<file path="config.mk">
export PLATFORM = sky130hd
export DESIGN_NAME = p16c_decode
export DESIGN_NICKNAME = d
export VERILOG_FILES = /design/src/p16c_pkg.sv /design/src/p16c_decode.sv
export SDC_FILE = /design/constraint.sdc
export NUM_CORES = 1
export LEC_CHECK = 0
export BUFFER_PORTS_ARGS = -buffer_cell sky130_fd_sc_hd__buf_2
export CAP_MARGIN = 15
export CORE_MARGIN = 2
export CORE_UTILIZATION = 52
export DETAILED_ROUTE_END_ITERATION = 16
export PLACE_DENSITY = 0.82
export SLEW_MARGIN = 5
export SYNTH_ARGS = -nofsm -noshare
export SYNTH_HDL_FRONTEND = slang
export SYNTH_SLANG_ARGS = --single-unit
</file>
<file path="constraint.sdc">
create_clock -name vclk -period 10.1
set_clock_uncertainty 0.05 [all_clocks]
set_input_delay 1.01 -clock vclk [all_inputs]
set_output_delay 1.01 -clock vclk [all_outputs]
set_load 0.05 [all_outputs]
</file>
<file path="src/p16c_pkg.sv">
package p16c_pkg;

    localparam logic [15:0] NAR_PATTERN = 16'h8000;
    localparam logic [15:0] POSIT_ONE   = 16'h4000;
    localparam logic [15:0] POSIT_ZERO  = 16'h0000;
    localparam logic [27:0] HALF_VALUE  = 28'h8000000;
    localparam logic [26:0] TINY_LIMIT  = 27'h00E6001;
    localparam logic [24:0] ALMOST_ONE  = 25'h1FFFFFF;

    localparam logic [14:0] COEF_A = 15'd28875;
    localparam logic [18:0] COEF_B = 19'd349194;
    localparam logic [22:0] COEF_C = 23'd4255560;
    localparam logic [24:0] COEF_D = 25'd20698014;
    localparam logic [24:0] COEF_E = 25'd33554428;

    localparam int STAGES = 12;

    typedef struct packed {
        logic        nar;
        logic        zero;
        logic [12:0] mant;
        logic [5:0]  shamt;
    } dec_t;

    typedef struct packed {
        logic        sign;
        logic        special;
        logic [15:0] spec_val;
        logic        tiny;
    } side_t;

endpackage

</file>
<file path="src/p16c_decode.sv">
module p16c_decode (
    input  logic [15:0]    posit_in,
    output p16c_pkg::dec_t dec
);
    import p16c_pkg::*;

    logic [15:0] mag;
    logic        pol;
    logic [3:0]  run;
    logic [14:0] aligned;
    logic [6:0]  amt;

    always_comb
    begin
        mag = posit_in[15] ? (16'h0000 - posit_in) : posit_in;
        pol = mag[14];
        run = 4'd14;
        for (int i = 0; i < 14; i++)
        begin
            if (mag[i] != pol)
            begin
                run = 4'(13 - i);
            end
        end
        aligned = mag[14:0] << run;
        if (pol)
        begin
            amt = 7'd28 + {2'b00, run, 1'b0} + {6'd0, aligned[12]};
        end
        else
        begin
            amt = 7'd26 - {2'b00, run, 1'b0} + {6'd0, aligned[12]};
        end
        dec.nar   = (posit_in == NAR_PATTERN);
        dec.zero  = (posit_in == POSIT_ZERO);
        dec.mant  = {1'b1, aligned[11:0]};
        dec.shamt = amt[5:0];
    end

endmodule

</file>
# Word level (Yosys, flattened, before mapping)
# Cells that the tools add are included.
# word_totals
ff_bits	0
input_bits	16
output_inout_bits	21
word_cells	38
# op_classes
addsub	5
eq_ne	15
n_shift	1
n_mux	16
reduce_logical	1
# op_table
operator	count
two-way mux 4 bit	13
== test 16 bit, second input constant	1
logical NOT 16 bit	1
two-way mux 15 bit	1
<< shifter 15 x 4 -> 13 bit	1
subtractor 1 x 15 -> 15 bit, first input constant	1
inequality test 1 bit	14
adder 5 x 5 -> 6 bit, first input constant	1
adder 6 x 1 -> 6 bit	1
adder 6 x 2 -> 6 bit	1
two-way mux 6 bit	1
subtractor 5 x 5 -> 6 bit, first input constant	1
two-way mux 2 bit	1

# Depth between registers and ports, before layout
# Gate-level depths: netlist of the first run.
# logic_depth
ltp_word	20
mapped_depth	16
ltp_nobuf	14

# Worst setup path before layout of the first run
# No wires, ideal clock.
# synth_path
path_kind	input -> output
from	input port posit_in[0]
to	output port dec[5] (netlist bit)
t_arrival_ps	4900
required_ps	9040
setup_slack_ps	4140
cell_stages	13
n_path_buf	3
path_cell_list	clkbuf_1 inv_1 ha_1 or4b_4 o41ai_4 xor2_1 buf_4 or3_1 o22ai_1 buf_2 and2_1 inv_1 o31ai_1
# synth_rtl
element	line_no	rtl
from (decl)	p16c_decode.sv:2	input logic [15:0] posit_in,
to (decl)	p16c_decode.sv:3	output p16c_pkg::dec_t dec

==> metrics, run 1 <==
run status complete, no violations; Area Overhead vs Synth 6.977%; fmax around 160 MHz; Cell Pwr Density between 100 and 150 nW/um2; Die ar. 3566 um2; min-delay worst type in2out; max cap viols 0; grt ovf 0; number of global-route vias before repair 1565; Cells after Synth 221; Warnings, synthesis 0; total number of vias ~1900; Final period util 0.6214; Worst Path Required 9.04 ns; clock buf count 0; Detail Route Antenna Nets 0; Net Count, Synth 240; Ports 37; hpwl dp ~3.7 mm; # port buffers 36; Final Hold Fails 0; largest net degree at the start of global routing 21; initial antenna violation count 0; Fillers approximately 300; Initial Utilization 0.5375; Seq. cell area 0 um2; Pre-antenna DRT Iters 5; Die Y 59.72 um; drt drc 0; synth unique cells 71; n_diodes 0; FF+latch count 0; Post-Layout Cell Count 274; Setup Buffers After CTS 0; Placed Cells roughly 270; cells along the critical path buf_2 > inv_1 > ha_1 > or4b_4 > o41ai_4 > xor2_1 > nand3_1 > o22ai_1 > nand2_2 > inv_2 > ha_1 > nor2_1 > a21oi_1 > xnor2_1 > buf_2; share of cells above drive strength 1 0.2697; Leakage 0.6615 nW; global-route usage over all layers 0.2614; DR WL/cell roughly 17 um; maximum fanout along the worst path 12; Hold Path Cell Cnt 3; # rows 20; WS Path Type in2out; CP Launch Type input port; Seq/Total Area, Yosys 0; ranking of synthesized cells by area xnor2_1, xor2_1, a21oi_1, a221oi_1, buf_6; HP Start posit_in[14]; DIE WIDTH approximately 60 um; Routed met1 length approximately 2.2 mm; wirelength, routed around 4.6 mm; Placer Congestion 0.9637; Rel. slew slack 0.2283; first-pass GRT wire length 7.514 mm; core area 3003 um2; vias per cell between 6 and 7; met2 WL 2.090 mm; DR top layer met4; WP data arrival about 5.2 ns; Layout Nets 262; RSZ-0062 raised after global routing no; CP startpoint posit_in[0]; metal3 WL 268 um; Critical Path End Type output port; top cell type's share of synthesized area 0.05969; Post-Syn Area 1614 um2; fin. max-slew vios 0; hold_buf cts 0; DR iter-0 viols 134; final setup TNS 0 ns; post-synth top area cell xnor2_1; worst-margin pin slew 1.149 ns; Slowest cell on crit path xor2_1; crit path time final 6.276 ns; PostCTS Resize Cnt 0; Syn Area/Cell 7.303 um2; Max VDD drop 0.00004170 V; CP max stage delay between 0.7 and 0.8 ns; Setup-failing EPs final 0
==> per-stage QoR <==
stage / total power [W] / instance area (um2) / utilization / setup WS [ns] / hold slack [ns]
finish: 0.0002412 / 1727 / 0.5750 / 3.824 / 2.356
CTS: 0.0002378 / 1727 / 0.5750 / 3.901 / 2.355
floorplan: 0.0001968 / 1614 / - / 4.140 / 2.159
global route: 0.0002567 / 1727 / 0.5750 / 3.510 / 2.362
detailed placement: 0.0002371 / 1727 / 0.5750 / 3.919 / 2.353
global placement: 0.0002363 / 1727 / 0.5750 / 4.031 / 2.352
==> path summary, 6_finish.rpt <==
check | endpoint
worst max-delay path | dec[4]
worst min-delay path | dec[20]
==> report_power, final <==
group,internal (W),switching (W)
logic,0.0000675,0.000174
registers,0,0
clock network,0,0
total,0.0000675,0.000174
==> kinds of logic after synthesis <==
family	share of synthesized area
AO/OA/AOI/OAI	0.5147
XOR/XNOR	0.1194
adder cells (fa/ha/maj)	0.02326
buffers and inverters	0.08759
multiplexers	0.01473
other	0.002323
AND/OR/NAND/NOR	0.2380
==> metal layers <==
metal,up-vias,track usage
met1,874,0.3914
met2,86,0.4363
met5,-,0
met4,0,0.01270
met3,2,0.006494
li1,931,-
==> final cells by class <==
type / count / area (um2) / area share
Inverter: 8 / 32.53 / 0.01884
Multi-Input combinational cell: 197 / 1473 / 0.8529
Tap cell: 33 / 41.29 / 0.02391
Timing Repair Buffer: 36 / 180.2 / 0.1043
==> cells in the mapped netlist, types with 2 or more instances <==
cell type and instances:
a32oi_1 3, ha_1 3, o21ai_0 7, nand3_1 6, o41ai_2 3, buf_6 5
buf_2 3, and2_1 6, nor2b_1 2, o31ai_2 2, or2_2 2, a31oi_1 6
inv_2 2, a221oi_1 7, o221ai_1 4, a22oi_1 2, o311a_1 2, nor2_1 15
a211oi_1 6, nand2b_1 3, o22a_1 3, inv_1 5, a2111oi_2 2, o211ai_1 2
a211o_1 3, o22ai_1 6, xor2_1 11, a21oi_1 14, or4_1 3, o31ai_1 4
or3_1 2, clkbuf_1 5, buf_4 2, xnor2_1 11, o41ai_4 2, nand2_1 13
nor3_1 10
==> worst max-delay path, delay by kind of cell <==
family / cells / cell delay, ns
AOI/OAI and AO/OA: 3 / 1.15
and+or+nand+nor: 4 / 1.02
adders and majority gates: 2 / 0.43
buffers and inverters: 4 / 0.75
xor gates and xnor gates: 2 / 0.84
==> placed cells by master, fill, tap and decap left out, types with 2 or more instances in the layout <==
cell type  count
a31oi_1        6
inv_2          2
or2_2          2
o311a_1        2
xnor2_1       11
o211ai_1       2
o22a_1         3
o41ai_4        2
or4_1          3
o221ai_1       4
xor2_1        11
ha_1           3
o41ai_2        3
buf_2         36
o31ai_2        2
nor2b_1        2
nand2b_1       3
a211o_1        3
nand3_1        6
inv_1          5
a21oi_1       14
a221oi_1       7
a22oi_1        2
a211oi_1       6
a2111oi_2      2
and2_1         6
nor2_1        15
o22ai_1        6
or3_1          2
nand2_1       13
o21ai_0        7
nor3_1        10
a32oi_1        3
o31ai_1        4
Note: power is estimated with default switching activity, not from simulation.
==> inputs of run 2 (changes only) <==
Settings changed: ABC_AREA set to 1, PLACE_DENSITY 0.82 to 0.86.
Clock period 10.1 ns to 5.55 ns, I/O delays scaled along.
==> run 2 against run 1 <==
Effect of this change:
- die area down 7.8%
- largest power group unchanged
- first-iteration DRC count down 56%
- critical endpoint is now dec[11]
- area after synthesis down 8.3%
==> metrics, run 2 <==
run status complete, no violations; Syn Area/Cell 5.737 um2 (-21%); global-route usage over all layers 0.2278 (-0.03367); top cell type's share of synthesized area 0.2029 (+0.1432); Die ar. 3289 um2 (-7.8%); Final period util 0.7721; total number of vias 1697 (-10%); Hold Path Cell Cnt 5 (+2); Min Hold Slack 1.530 ns (-0.8250 ns); FF+latch count 0 (unchanged); Power Total 0.0004941 W (+100%); hold endpoint dec[20]; DR iter-0 viols 59 (-56%); largest net degree at the start of global routing 19 (-9.5%); initial antenna violation count 0 (unchanged); Slowest cell on crit path buf_2; vias per cell 5.353 (-23%); WS Path Type in2out; Cells after Synth 258 (+17%); Net Count, Synth 277 (+15%); Final Hold Fails 0 (unchanged); Buf/Inv on CP 5 (+1); hold_buf cts 0 (unchanged); PostCTS Resize Cnt 0 (unchanged); final setup TNS 0 ns (unchanged); CP max stage delay 0.25 ns (-0.46 ns); Detail Route Antenna Nets 0 (unchanged); highest-count cells in the layout ignoring fill and taps nand2_1, nand3_1, buf_2, inv_1, nor2_1; RSZ-0062 raised after global routing no; crit path time final 4.285 ns; max cap viols 0 (unchanged); hpwl dp 2.938 mm (-20%); CP Launch Type input port; Seq/Total Area, Yosys 0 (unchanged); maximum fanout along the worst path 18 (+6); HP Start posit_in[13]; Die Y 57.35 um (-4.0%); Rel. slew slack 0.6598 (+0.4315); Layout Nets 307 (+17%); grt ovf 0 (unchanged); Post-Syn Area 1480 um2 (-8.3%); Seq. cell area 0 um2 (unchanged); post-synth top area cell nand2_1; Max VDD drop 0.0003388 V (+710%); count leader, synth nand2_1; clock buf count 0 (unchanged); Initial Utilization 0.5414 (+0.003919); synth unique cells 37 (-48%); Commonest cells post-synth nand2_1, nand3_1, inv_1, nor2_1, xor2_1; most used cell, CP nand2_1; Pre-antenna DRT Iters 4 (-1); Area Overhead vs Synth 9.045%; first-pass GRT wire length 6.285 mm (-16%); worst-margin pin slew 0.5085 ns (-0.6408 ns); drt drc 0 (unchanged); number of global-route vias before repair 1511 (-3.5%); Fillers 281 (-6.6%); DIE WIDTH 57.35 um (-4.0%); fmax 233.4 MHz; n_diodes 0 (unchanged); ranking of synthesized cells by area nand2_1, nand3_1, xor2_1, inv_1, nor2_1; Worst Path Required 4.95 ns (-4.09 ns); fin. max-slew vios 0 (unchanged); DR WL/cell 11.11 um (-34%); Setup Buffers After CTS 0 (unchanged); Ports 37 (unchanged); wirelength, routed 3.522 mm (-23%); Placed Cells 317 (+16%); Warnings, synthesis 0 (unchanged); Leakage 0.9051 nW (+37%); core area 2734 um2 (-9.0%); CP top delay family simple AND/OR/NAND/NOR gates; Cell Pwr Density 306.1 nW/um2 (+120%); Post-Layout Cell Count 317 (+16%); Placer Congestion 0.9097 (-5.6%); WP depth 29 (+14); most common cell after layout, fill and taps aside nand2_1; # rows 19 (-5.0%); # port buffers 36 (unchanged); Critical Path End Type output port; Setup-failing EPs final 0 (unchanged); WP data arrival 3.68 ns (-1.54 ns); share of cells above drive strength 1 0.2832 (+0.01351); min-delay worst type in2out
run 2: worst max path at each step:
stage | from | to
finish | posit_in[0] | dec[11]
global route | posit_in[0] | dec[4]
CTS | posit_in[0] | dec[4]
detailed placement | posit_in[0] | dec[4]
global placement | posit_in[0] | dec[4]
floorplan | posit_in[1] | dec[5]
run 2: logic make-up (layout without fill, tap and decap cells):
kind of cell,Yosys count,in the layout,synth area share
simple gates,165,165,0.5528
buf+inv,43,71,0.1505
other cells,1,1,0.002533
fa+ha+maj,3,3,0.02536
xor+xnor,24,24,0.1572
compound gates,22,22,0.1116
run 2: where the power goes:
part | internal (W) | leakage, nW | total, W | switching [W]
clock network | 0 | 0 | 0 | 0
logic | 0.000122 | 0.905 | 0.000494 | 0.000372
registers | 0 | 0 | 0 | 0
run 2: final cells by class:
type,count,area (um2),area share
tap,31,38.79,0.02403
inverter,35,137.6,0.08527
timing repair buffer,36,180.2,0.1116
multi-input combinational,215,1257,0.7791
run 2: routing by layer:
layer	vias to the layer above	global-route usage	wire, um
met5	-	0	0
met4	0	0.03987	36
met3	4	0.009070	167
met2	48	0.4091	1762
met1	765	0.3044	1556
li1	880	-	-
run 2: stage by stage:
step	utilization	setup WS, ns	cell area (um2)
2_1_floorplan	-	1.379	1480
3_3_place_gp	0.5904	1.276	1614
3_5_place_dp	0.5904	1.267	1614
4_1_cts	0.5904	1.257	1614
5_1_grt	0.5904	0.8642	1614
6_report	0.5904	1.265	1614
